[src/tpq_pkg.sv]
// Shared constants, command and status codes and cell control types
// for the task priority queue. No dependencies.
`timescale 1ns / 1ps
`default_nettype none

package tpq_pkg;

    // Parameter defaults
    localparam int QUEUE_DEPTH_DEF = 16;
    localparam int NUM_BANKS_DEF   = 4;
    localparam int TIME_BITS_DEF   = 16;

    // Fixed field widths of the transactions
    localparam int CMD_W     = 2;
    localparam int BANK_IN_W = 2;
    localparam int ID_W      = 8;
    localparam int TIME_W    = 16;
    localparam int STATUS_W  = 2;

    // Command codes
    localparam logic [CMD_W-1:0] CMD_INSERT = 2'd0;
    localparam logic [CMD_W-1:0] CMD_REMOVE = 2'd1;
    localparam logic [CMD_W-1:0] CMD_CLEAR  = 2'd2;

    // Status codes
    localparam logic [STATUS_W-1:0] STATUS_OK        = 2'd0;
    localparam logic [STATUS_W-1:0] STATUS_FULL      = 2'd1;
    localparam logic [STATUS_W-1:0] STATUS_NOT_FOUND = 2'd2;
    localparam logic [STATUS_W-1:0] STATUS_EMPTY     = 2'd3;

    // Write enables broadcast to every cell
    typedef struct packed {
        logic ins;   // insert, bank not full
        logic rem;   // remove, id present
    } t_cell_ctl;

    // Flags handed from one cell to the next
    typedef struct packed {
        logic gt;    // new key goes at or before this slot
        logic seen;  // matching id found at or before this slot
    } t_cell_flag;

endpackage : tpq_pkg

`default_nettype wire

[src/tpq_cell.sv]
// One slot of the queue row: holds that slot for every bank, compares the
// incoming key and id, and shifts with its neighbours. Uses tpq_pkg.
`timescale 1ns / 1ps
`default_nettype none

module tpq_cell #(
    parameter int IDX       = 0,
    parameter int NUM_BANKS = tpq_pkg::NUM_BANKS_DEF,
    parameter int TIME_BITS = tpq_pkg::TIME_BITS_DEF,
    parameter int CNT_W     = 5,
    parameter int BANK_W    = 2
) (
    input  wire                        i_clk,
    input  wire tpq_pkg::t_cell_ctl    i_ctl,
    input  wire  [BANK_W-1:0]          i_bank,
    input  wire  [CNT_W-1:0]           i_cnt,
    input  wire  [4*TIME_BITS-1:0]     i_key,
    input  wire  [tpq_pkg::ID_W-1:0]   i_id,
    input  wire tpq_pkg::t_cell_flag   i_prev_flag,
    input  wire  [4*TIME_BITS-1:0]     i_prev_key,
    input  wire  [tpq_pkg::ID_W-1:0]   i_prev_id,
    input  wire  [4*TIME_BITS-1:0]     i_next_key,
    input  wire  [tpq_pkg::ID_W-1:0]   i_next_id,
    output tpq_pkg::t_cell_flag        o_flag,
    output logic [4*TIME_BITS-1:0]     o_key,
    output logic [tpq_pkg::ID_W-1:0]   o_id,
    output logic [4*TIME_BITS-1:0]     o_nxt_key,
    output logic [tpq_pkg::ID_W-1:0]   o_nxt_id
);

    localparam int KEY_W = 4 * TIME_BITS;
    localparam int T     = TIME_BITS;

    // Slot storage, one entry per bank
    logic [KEY_W-1:0]          r_key [NUM_BANKS];
    logic [tpq_pkg::ID_W-1:0]  r_id  [NUM_BANKS];

    logic slot_valid;
    logic ahead;
    logic match;
    logic gt;
    logic seen;

    assign o_key = r_key[i_bank];
    assign o_id  = r_id[i_bank];

    assign slot_valid = CNT_W'(IDX) < i_cnt;

    // New key strictly ahead of stored key: arrival, period asc; exec desc; deadline asc
    always_comb begin
        if (i_key[4*T-1:3*T] != o_key[4*T-1:3*T]) begin
            ahead = i_key[4*T-1:3*T] < o_key[4*T-1:3*T];
        end else if (i_key[3*T-1:2*T] != o_key[3*T-1:2*T]) begin
            ahead = i_key[3*T-1:2*T] < o_key[3*T-1:2*T];
        end else if (i_key[2*T-1:T] != o_key[2*T-1:T]) begin
            ahead = i_key[2*T-1:T] > o_key[2*T-1:T];
        end else begin
            ahead = i_key[T-1:0] < o_key[T-1:0];
        end
    end

    // Empty slots count as after the new key, so gt is monotonic along the row
    assign gt    = slot_valid ? ahead : 1'b1;
    assign match = slot_valid && (o_id == i_id);
    assign seen  = i_prev_flag.seen || match;

    assign o_flag.gt   = gt;
    assign o_flag.seen = seen;

    // Next slot value: insert shifts down, remove shifts up
    always_comb begin
        o_nxt_key = o_key;
        o_nxt_id  = o_id;
        if (i_ctl.ins && gt) begin
            if (i_prev_flag.gt) begin
                o_nxt_key = i_prev_key;
                o_nxt_id  = i_prev_id;
            end else begin
                o_nxt_key = i_key;
                o_nxt_id  = i_id;
            end
        end else if (i_ctl.rem && seen) begin
            o_nxt_key = i_next_key;
            o_nxt_id  = i_next_id;
        end
    end

    always_ff @(posedge i_clk) begin
        if (i_ctl.ins || i_ctl.rem) begin
            r_key[i_bank] <= o_nxt_key;
            r_id[i_bank]  <= o_nxt_id;
        end
    end

endmodule : tpq_cell

`default_nettype wire

[config.mk]
export PLATFORM = sky130hd
export DESIGN_NAME = tpq_cell
export DESIGN_NICKNAME = d
export VERILOG_FILES = /design/src/tpq_pkg.sv /design/src/tpq_cell.sv
export SDC_FILE = /design/constraint.sdc
export NUM_CORES = 1
export LEC_CHECK = 0
export BUFFER_PORTS_ARGS = -buffer_cell sky130_fd_sc_hd__buf_2
export CAP_MARGIN = 20
export CORE_ASPECT_RATIO = 1.75
export CORE_MARGIN = 2
export CORE_UTILIZATION = 58
export CTS_CLUSTER_DIAMETER = 50
export DETAILED_ROUTE_END_ITERATION = 16
export PLACE_DENSITY = 0.87
export SETUP_SLACK_MARGIN = 0.5
export SLEW_MARGIN = 20
export SYNTH_ARGS = -nofsm -noshare
export SYNTH_HDL_FRONTEND = slang
export SYNTH_SLANG_ARGS = --single-unit
[constraint.sdc]
create_clock -name i_clk -period 16.26 [get_ports i_clk]
set_clock_uncertainty 0.15 [all_clocks]
set_input_delay 4.065 -clock i_clk [delete_from_list [all_inputs] [get_ports i_clk]]
set_output_delay 4.065 -clock i_clk [all_outputs]
set_load 0.05 [all_outputs]
==> results of run 1 <==
logic make-up after synthesis:
family          synth area share (%)
simple gates                    5.18
compound gates                  8.30
buf+inv                         3.95
flops                           56.8
mux                             20.1
fa+ha+maj                       5.18
xor+xnor                       0.460
layout make-up:
class / count / area share, %
inverter: 66 / 1.37
tap: 320 / 2.21
clock buffer: 26 / 3.47
timing repair buffer: 389 / 11.0
clock inverter: 17 / 1.03
antenna: 4 / 0.0552
sequential: 288 / 47.7
multi-input combinational: 550 / 33.2
routing by layer:
layer / wire length, µm / vias to the layer above
met5: 16 / -
met4: 1370 / 2
met3: 2670 / 100
met2: 21400 / 569
met1: 14500 / 5328
li1: - / 4667
stage by stage:
| step | std cells | total power [W] | worst slack, ns | hold WS (ns) |
|---|---|---|---|---|
| CTS | 1656 | 0.00209 | 2.34 | 0.981 |
| global placement | 1613 | 0.00149 | 2.45 | 0.904 |
| detailed placement | 1613 | 0.00151 | 2.35 | 0.954 |
| floorplan | 970 | 0.00135 | 3.28 | 1.83 |
| global route | 1660 | 0.00215 | 2.09 | 1.05 |
| finish | 1660 | 0.00209 | 2.45 | 0.959 |
worst max-delay path by stage:
| stage | endpoint | cells after the start | slack [ns] |
|---|---|---|---|
| finish | o_nxt_key[58] | 13 | 2.45 |
| global route | o_nxt_key[26] | 13 | 2.09 |
| CTS | o_nxt_key[58] | 12 | 2.34 |
| detailed placement | o_nxt_key[58] | 12 | 2.35 |
| global placement | o_nxt_key[26] | 13 | 2.45 |
| floorplan | o_nxt_id[0] | 15 | 3.28 |
tightest hold or removal path, cell delays in order, from the launching register on:
cell and delay [ns]:
edfxtp_1 0.33, mux4_2 0.27, a221oi_2 0.07, mux2i_1 0.28
power groups by stage:
stage	combinational [W]	clock, W	sequential (W)
final	0.000582	0.000591	0.000913
after global routing	0.000613	0.000624	0.000916
after CTS	0.000581	0.000599	0.000913
after detailed placement	0.000577	0	0.000928
after global placement	0.000563	0	0.000924
after floorplan	0.000419	0	0.000928
flip-flops by register name, indices dropped and copies added (netlist names):
| signal | cells |
|---|---|
| r_id | 32 |
| r_key | 256 |
layout by cell type (no fill, tap or decap), drive strengths merged, types with 15 or more instances in the layout:
cell type / count
a21oi: 19
a221oi: 72
and3: 72
buf: 389
clkbuf: 26
edfxtp: 288
ha: 63
inv: 67
mux2i: 144
mux4: 72
nand4: 15
==> out/metrics.cfg, run 1 <==
[cts]
cts_setup_buffers=0
cts_buffers=24
cts_tree=built
cts_resized=0
htree_levels=1
cts.sinks=288
cts_hold_buffers=0
clock-root-buffer=clkbuf_16
clk_pin_slew_ns=0.07
clock_path_buffers=3
clock_latency_ns=0.53

[power]
ir_drop_uv=117
leakage_nw=7.49
p_sw_share_pct=32.2
seqPwrFrac_pct=43.8
cellPowerDensity_nw_per_um2=115
p_int_w=0.00142
p_sw_w=0.000671
combinationalPowerShare_pct=27.9
power_frac_clock_pct=28.3

[finish]
area.growth.synth_to_final_pct=19.2
final_layout_size_suffix_gt1_share_pct=41.0
finalInstanceArea_um2=18100
nets=1610
fin_util_pct=70.1
multi_input_area_um2=6020
seq_area_um2=8650
fillers=1678

[placed_design]
io_buffers=373
placed_cell_area_um2=17300
place.detailed.hpwl_um=27000
gp_congestion=0.893

[min_path]
whs_path_depth=3
hp-class=register to register
whs_endpoint=r_key[2][0]$_DFFE_PP_
hp-start=r_key[0][0]$_DFFE_PP_

[worst_setup_path]
end_kind=output pin
r2r-start=r_key[3][16]$_DFFE_PP_
r2r_cells=9
r2r_slack_ns=11.74
startpoint=i_bank[0]
crit_top_cell=buf_4
critPathKind=input port to output pin
cp_data_required_time_ns=12.05
start_kind=input port
crit_arrival_ns=9.60
cpPeakStageDelay_ns=0.74
critPathTopFamily=buffers and inverters
r2r-end=r_key[2][58]$_DFFE_PP_
cp.buffers_inverters=5
cp_cell_sequence=buf_4 > buf_4 > mux4_2 > inv_1 > ha_1 > nand4_1 > nor4_1 > nand4_1 > a2bb2oi_1 > o32ai_4 > buf_4 > mux2i_1 > buf_2
cp_max_fo=45
crit_slowest_cell=nor4_1

[timing]
max_freq_mhz=72.4
rsz0062_at_grt=false
tns_ns=0
slew_viol_final=0
tightest_slew_ns=1.12
fin_crit_ns=13.81
max_slew_margin_pct=25.2
timing.final.crit_share_pct=85.0
hold_viol_final=0
setup_viol=0

[synth]
yosysSeqAreaShare_pct=56.8
yosys-top-cells-count=edfxtp_1 (288), mux2i_1 (144), and3_1 (72), mux4_2 (72), inv_1 (66)
synth_cells=970
synth_edf_count=288
synth_top_flop_cell=edfxtp_1
yosysTopAreaCell=edfxtp_1
syn_nets=1261
synth_seq_cells=288
synth_cell_types=48
async_reset_ff_share_pct=0
synth_area_um2=15200
yosys_warnings=0
avgSynthCellArea_um2=15.7
synthTopCellsByArea=edfxtp_1 (57%), mux4_2 (11%), mux2i_1 (9.5%)
synth.most_common_cell=edfxtp_1
synth_top_cell_area_share_pct=56.8

[drt]
ant_nets=0
routed_wl_um=39900
drc_errors=0
firstDrtPassIters=5
num_vias=10700
drt-initial-drc-count=777
viasPerCell=6.43
wl_per_cell_um=24.1

[floorplanning]
die_height_um=218
rows=78
dieArea_um2=27600
die_x_um=126
core_area_um2=25900
ioPinCount=374
start_util_pct=58.9

[global_route]
grtUsageMet1_pct=34.3
grtUsageTotal_pct=28.0
grt_pass1_wl_um=59800
busiest_layer=met2
grt_max_degree=76
use_met3_pct=3.28
antenna_found_initial=5
use_met2_pct=50.2
gr-total-overflow=0
grt_pass1_vias=10900

[run_status]
status=completed

[flow_run]
maxCapViolCount=0

Power figures use the tool's default switching activity.
==> run 2, diff against run 1 <==
--- a/config.mk
+++ b/config.mk
@@ -5,14 +5,15 @@
 export SDC_FILE = /design/constraint.sdc
 export NUM_CORES = 1
 export LEC_CHECK = 0
+export ABC_AREA = 1
 export BUFFER_PORTS_ARGS = -buffer_cell sky130_fd_sc_hd__buf_2
 export CAP_MARGIN = 20
 export CORE_ASPECT_RATIO = 1.75
 export CORE_MARGIN = 2
-export CORE_UTILIZATION = 58
+export CORE_UTILIZATION = 54
 export CTS_CLUSTER_DIAMETER = 50
 export DETAILED_ROUTE_END_ITERATION = 16
-export PLACE_DENSITY = 0.87
+export PLACE_DENSITY = 0.82
 export SETUP_SLACK_MARGIN = 0.5
 export SLEW_MARGIN = 20
 export SYNTH_ARGS = -nofsm -noshare
==> constraint.sdc (replaced) <==
create_clock -name i_clk -period 13.4 [get_ports i_clk]
set_clock_uncertainty 0.15 [all_clocks]
set_input_delay 3.35 -clock i_clk [delete_from_list [all_inputs] [get_ports i_clk]]
set_output_delay 3.35 -clock i_clk [all_outputs]
set_load 0.05 [all_outputs]
==> out/metrics.cfg, run 2 <==
[synth]
yosysSeqAreaShare_pct=57.5  ; +0.69 points
async_reset_ff_share_pct=0  ; unchanged
synth_top_cell_area_share_pct=57.5  ; +0.69 points
synth_cells=1429  ; +47%
synth_area_um2=15000  ; -1.2%
synth_top_flop_cell=edfxtp_1
synth_cell_types=34  ; -29%
synth.most_common_cell=nand2_1
synth_edf_count=288  ; unchanged
synthTopCellsByArea=edfxtp_1 (57%), nand2_1 (9.7%), a22oi_1 (5.3%)
avgSynthCellArea_um2=10.5  ; -33%
syn_nets=1720  ; +36%
yosys-top-cells-count=nand2_1 (387), edfxtp_1 (288), nand3_1 (158)
yosys_warnings=0  ; unchanged
synth_seq_cells=288  ; unchanged
yosysTopAreaCell=edfxtp_1

[floorplanning]
ioPinCount=374  ; unchanged
dieArea_um2=29300  ; +6.0%
rows=80  ; +2.6%
core_area_um2=27300  ; +5.7%
die_height_um=225  ; +3.0%
start_util_pct=55.0  ; -3.8 points
die_x_um=130  ; +2.9%

[finish]
instances_no_fill=2150  ; +30%
final_layout_size_suffix_gt1_share_pct=28.3  ; -13 points
nets=2053  ; +28%
final_common_cell=nand2_1
seq_area_um2=8650  ; unchanged
final_cell_mix=nand2_1 (385), buf_2 (372), edfxtp_1 (288)
top_regs=r_key: 256 flops, r_id: 32 flops
top_register=r_key
area.growth.synth_to_final_pct=19.3
fillers=2062  ; +23%
largest_reg_flops=256  ; unchanged
multi_input_area_um2=5560  ; -7.7%
fin_util_pct=65.7  ; -4.4 points

[min_path]
hp-start=r_key[3][13]$_DFFE_PP_
whs_path_depth=6  ; +3
hp-class=register to register

[timing]
max_freq_mhz=88.0
slew_viol_final=0  ; unchanged
tightest_slew_ns=1.04  ; -0.0857 ns
hold_slack_ns=0.745  ; -0.214 ns
fin_crit_ns=11.37
timing.final.crit_share_pct=84.8
hold_viol_final=0  ; unchanged
max_slew_margin_pct=30.8  ; +5.5 points
fin_ws_ns=2.03  ; -0.414 ns
rsz0062_at_grt=false
setup_viol=0  ; unchanged
tns_ns=0  ; unchanged

[worst_setup_path]
start_kind=input port
cp_data_required_time_ns=9.90  ; -2.15 ns
critPathKind=input port to output pin
crit_slowest_cell=nor2_4
cp_max_fo=57  ; +27%
cp_cell_sequence=buf_2 > inv_2 > nor2_4 > buf_12 > a22oi_1 > and2_1 > ha_1 > nand2_1 > o21ai_0 > nand2_1 > o211ai_1 > nand2_1 > a31oi_1 > nand2_2 > nand2_2 > buf_12 > nand2_1 > nand2_1 > buf_2
r2r_cells=15  ; +6
end_kind=output pin
cp_num_cells=19  ; +6
cp.buffers_inverters=5  ; unchanged
r2r-start=r_key[0][58]$_DFFE_PP_
cpPeakStageDelay_ns=0.56  ; -0.18 ns
crit_arrival_ns=7.87  ; -1.73 ns
startpoint=i_bank[1]
critPathTopFamily=simple AND/OR/NAND/NOR gates
crit_top_cell=nand2_1

[flow_run]
maxCapViolCount=0  ; unchanged

[cts]
cts_hold_buffers=0  ; unchanged
cts.sinks=288  ; unchanged
clock_latency_ns=0.53  ; about the same
htree_levels=1  ; unchanged
clk_pin_slew_ns=0.06  ; about the same
cts_resized=0  ; unchanged
cts_tree=built
cts_setup_buffers=0  ; unchanged
clock-root-buffer=clkbuf_16
cts_buffers=24  ; unchanged
clock_path_buffers=3  ; unchanged

[drt]
num_vias=12500  ; +17%
viasPerCell=5.81  ; -9.5%
firstDrtPassIters=6  ; +1
drc_errors=0  ; unchanged
wl_per_cell_um=20.0  ; -17%
drt-initial-drc-count=1222  ; +57%
routed_wl_um=42900  ; +7.5%
ant_nets=0  ; unchanged

[global_route]
grtUsageTotal_pct=28.6  ; +0.63 points
use_met3_pct=2.78  ; -0.50 points
grt_pass1_vias=12100  ; +12%
grt_pass1_wl_um=63800  ; +6.7%
grt_max_degree=75  ; -1.3%
grtUsageMet1_pct=33.0  ; -1.3 points
gr-total-overflow=0  ; unchanged
antenna_found_initial=3  ; -2
busiest_layer=met2
use_met2_pct=52.7  ; +2.5 points

[placed_design]
gp_congestion=0.904  ; +1.2%
place.detailed.hpwl_um=29100  ; +7.6%
post-place-ws_ns=2.12  ; -0.231 ns
io_buffers=373  ; unchanged
dp_cells=2105  ; +31%

[power]
leakage_nw=8.10  ; +8.2%
ir_drop_uv=84.0  ; -28%
cellPowerDensity_nw_per_um2=140  ; +22%

[run_status]
status=completed

## run 2: cell families (layout without fill, tap and decap cells)
| family | count (synthesis) | count (layout) | share of synthesized area (%) |
|---|---|---|---|
| and+or+nand+nor | 619 | 619 | 17.7 |
| DFF | 288 | 288 | 57.5 |
| other | 0 | 2 | 0 |
| adders and majority gates | 63 | 63 | 5.24 |
| buffers and inverters | 199 | 549 | 5.77 |
| xor gates and xnor gates | 2 | 2 | 0.116 |
| muxes | 60 | 60 | 4.49 |
| AOI/OAI and AO/OA | 198 | 198 | 9.21 |
## run 2: metrics by stage
| step | total power [W] | instance area (µm²) |
|---|---|---|
| global placement | 0.00181 | 17200 |
| finish | 0.00252 | 18000 |
| detailed placement | 0.00183 | 17200 |
| global route | 0.00261 | 18000 |
| floorplan | 0.00162 | 15000 |
| CTS | 0.00252 | 17900 |
## run 2: cell type report
cell class,instances,area share [%]
flip-flops and latches,288,48.2
well taps,369,2.57
clock inverters,15,0.885
clock buffers,28,3.55
repair buffers,393,11.5
inverters,113,2.36
multi-input cells,942,31.0
diodes,2,0.0279
## run 2: power by group
group	internal, W	leakage, nW	switching, W
logic	0.000173	5.00	0.000531
registers	0.00109	2.71	0.0000157
clock network	0.000400	0.389	0.000304
total	0.00167	8.10	0.000851
## run 2: worst paths after layout
kind | to | slack [ns]
setup reg to reg | r_key[0][46]$_DFFE_PP_ | 9.47
hold / removal | r_key[2][13]$_DFFE_PP_ | 0.75
setup / recovery | o_nxt_key[46] | 2.03
hold reg to reg | r_key[2][13]$_DFFE_PP_ | 0.75
## run 2: worst reg2reg max path, cell delays in order (launching register included)
cell	delay (ns)
edfxtp_1	0.38
a22oi_1	0.24
inv_1	0.08
a221oi_1	0.44
ha_1	0.21
nand2_1	0.06
inv_1	0.09
nand3_1	0.07
nor2_1	0.21
nand3_1	0.22
a31oi_1	0.49
nand2_2	0.12
nand2_2	0.33
buf_12	0.35
nand2_1	0.12
nand2_1	0.20
## run 2: layer usage
metal	share of wire [%]	routed length (µm)
met1	36	15300
met2	54	23100
met3	6.6	2840
met4	3.9	1660
met5	0.030	13
==> run 3, diff against run 2 <==
--- a/config.mk
+++ b/config.mk
@@ -10,10 +10,10 @@
 export CAP_MARGIN = 20
 export CORE_ASPECT_RATIO = 1.75
 export CORE_MARGIN = 2
-export CORE_UTILIZATION = 54
+export CORE_UTILIZATION = 49
 export CTS_CLUSTER_DIAMETER = 50
 export DETAILED_ROUTE_END_ITERATION = 16
-export PLACE_DENSITY = 0.82
+export PLACE_DENSITY = 0.78
 export SETUP_SLACK_MARGIN = 0.5
 export SLEW_MARGIN = 20
 export SYNTH_ARGS = -nofsm -noshare
==> constraint.sdc (replaced) <==
create_clock -name i_clk -period 9.85 [get_ports i_clk]
set_clock_uncertainty 0.15 [all_clocks]
set_input_delay 2.4625 -clock i_clk [delete_from_list [all_inputs] [get_ports i_clk]]
set_output_delay 2.4625 -clock i_clk [all_outputs]
set_load 0.05 [all_outputs]
==> out/metrics.cfg, run 3 (synthesis gave the netlist of run 2 again) <==
[run_status]
status=completed

[power]
cellPowerDensity_nw_per_um2=188  ; +34%
seqPwrFrac_pct=44.6  ; +0.6 points
p_sw_w=0.00114  ; +34%
p_int_w=0.00224  ; +35%
ir_drop_uv=121  ; +44%
p_sw_share_pct=33.7  ; -0.064 points
leakage_nw=8.13  ; +0.42%
combinationalPowerShare_pct=28.6  ; +0.6 points
power_frac_clock_pct=26.8  ; -1.2 points
power_w=0.00338  ; +34%

[finish]
largest_reg_flops=256  ; unchanged
final_common_cell=nand2_1
fillers=2423  ; +18%
n_antenna_cell=0  ; -2
finalInstanceArea_um2=18000  ; +0.50%
final_cell_mix=nand2_1 (385), buf_2 (372), edfxtp_1 (288)
fin_util_pct=59.8  ; -5.9 points
nets=2058  ; +0.24%
area.growth.synth_to_final_pct=19.9
top_regs=r_key: 256 flops, r_id: 32 flops
top_register=r_key
final_layout_size_suffix_gt1_share_pct=28.5  ; +0.14 points

[worst_setup_path]
cp_cell_sequence=buf_2 > inv_2 > nand2_2 > inv_6 > buf_12 > a22oi_1 > inv_1 > a221oi_1 > ha_1 > a21oi_1 > nand2_1 > nand2_1 > nand2_1 > nand2_1 > nand2_1 > nand2_1 > nand2_1 > nand2_2 > buf_12 > nand3_1 > nand2_1 > buf_2
cp_max_fo=73  ; +28%
crit_slowest_cell=a221oi_1
critPathKind=input port to output pin
crit_arrival_ns=6.54  ; -1.33 ns
crit_top_cell=nand2_1
critPathTopFamily=simple AND/OR/NAND/NOR gates
cp_data_required_time_ns=7.24  ; -2.66 ns
cpPeakStageDelay_ns=0.56  ; about the same
end_kind=output pin
r2r_slack_ns=6.12  ; -3.35 ns
cp.buffers_inverters=7  ; +2
start_kind=input port

[drt]
num_vias=12500  ; -0.0080%
wl_per_cell_um=20.1  ; +0.61%
firstDrtPassIters=6  ; unchanged
routed_wl_um=43500  ; +1.5%
viasPerCell=5.76  ; -0.84%
drc_errors=0  ; unchanged
drt-initial-drc-count=1066  ; -13%
ant_nets=0  ; unchanged

[timing]
tns_ns=0  ; unchanged
slew_viol_final=0  ; unchanged
hold_viol_final=0  ; unchanged
tightest_slew_ns=1.00  ; -0.0324 ns
fin_ws_ns=0.693  ; -1.34 ns
timing.final.crit_share_pct=93.0
max_freq_mhz=109
rsz0062_at_grt=false
setup_viol=0  ; unchanged
fin_crit_ns=9.16
max_slew_margin_pct=33.1  ; +2.3 points

[floorplanning]
die_x_um=136  ; +4.8%
ioPinCount=374  ; unchanged
rows=84  ; +5.0%
core_area_um2=30200  ; +10%
dieArea_um2=32200  ; +10%
start_util_pct=49.9  ; -5.2 points
die_height_um=236  ; +4.9%

[global_route]
grt_max_degree=74  ; -1.3%
grt_pass1_vias=12400  ; +2.3%
grtUsageTotal_pct=26.4  ; -2.2 points
gr-total-overflow=0  ; unchanged
antenna_found_initial=0  ; -3
grt_pass1_wl_um=65600  ; +2.8%

[cts]
clk_pin_slew_ns=0.06  ; about the same
cts_setup_buffers=0  ; unchanged
cts_hold_buffers=0  ; unchanged
htree_levels=1  ; unchanged
cts.sinks=288  ; unchanged
cts_tree=built
clock_latency_ns=0.52  ; about the same
cts_buffers=24  ; unchanged
clock-root-buffer=clkbuf_16
clock_path_buffers=3  ; unchanged

[flow_run]
maxCapViolCount=0  ; unchanged

[min_path]
hp-class=register to register

[placed_design]
placed_cell_area_um2=17300  ; +0.64%
io_buffers=373  ; unchanged
post-place-ws_ns=0.303  ; -1.82 ns
place.detailed.hpwl_um=29700  ; +2.0%
gp_congestion=0.850  ; -6.0%

==> run 3: changes by cell type in the layout (fill, tap and decap cells not counted), sizes merged <==
cell | previous run | this run
diode | 2 | 0
clkinvlp | 1 | 0
buf | 393 | 398
clkbuf | 28 | 29
inv | 114 | 112
clkinv | 10 | 9
==> run 3: cell type report <==
cell class	instances	area (µm²)	share of cell area (%)
clock buffer	29	641	3.55
clock inverter	11	104	0.576
inverter	113	443	2.46
multi-input combinational	942	5580	30.9
sequential	288	8650	47.9
tap	387	484	2.68
timing repair buffer	398	2140	11.9
==> run 3: routing by layer <==
metal  vias up  routed length, µm  track usage, %
met4         0               2190            13.0
met2       694              22600            47.5
met3       152               2820            2.49
met1      5879              15900            30.9
li1       5773                  -               -
met5         -                  0               0
==> run 3: what timing repair did <==
item,4_1_cts,5_1_grt
endpoints found under the hold margin,0,0
gates resized for setup,2,8
endpoints found under the setup margin,55,72
==> run 3: power groups by stage <==
stage	Sequential (W)	Clock [W]	Combinational, W
CTS	0.00151	0.000921	0.000965
detailed placement	0.00153	0	0.000960
global placement	0.00153	0	0.000946
floorplan	0.00153	0	0.000674
global route	0.00151	0.000960	0.00104
finish	0.00151	0.000908	0.000968
==> run 3: metrics by stage <==
| stage | hold WS (ns) | instances |
|---|---|---|
| global route | 0.802 | 2168 |
| CTS | 0.753 | 2168 |
| global placement | 0.699 | 2127 |
| finish | 0.758 | 2168 |
| detailed placement | 0.740 | 2128 |
| floorplan | 1.36 | 1429 |
==> run 3: worst register-to-register path, stage by stage (launching register included) <==
cell and delay, ns:
edfxtp_1 0.36, a22oi_1 0.19, inv_1 0.07, a221oi_1 0.56, ha_1 0.38, a21oi_1 0.20, nand2_1 0.16, nand2_1 0.10
nand2_1 0.08, nand2_1 0.14, nand2_1 0.07, nand2_1 0.06, nand2_1 0.06, nand2_2 0.11, nand2_4 0.17, buf_4 0.32
nand2_1 0.11, nand2_1 0.14
==> run 3: final timing paths <==
path | startpoint | endpoint | cells after the start
setup / recovery | i_bank[1] | o_nxt_key[14] | 22
hold / removal | r_key[3][4]$_DFFE_PP_ | r_key[2][4]$_DFFE_PP_ | 6
setup reg to reg | r_key[0][3]$_DFFE_PP_ | r_key[0][5]$_DFFE_PP_ | 17
hold reg to reg | r_key[3][4]$_DFFE_PP_ | r_key[2][4]$_DFFE_PP_ | 6
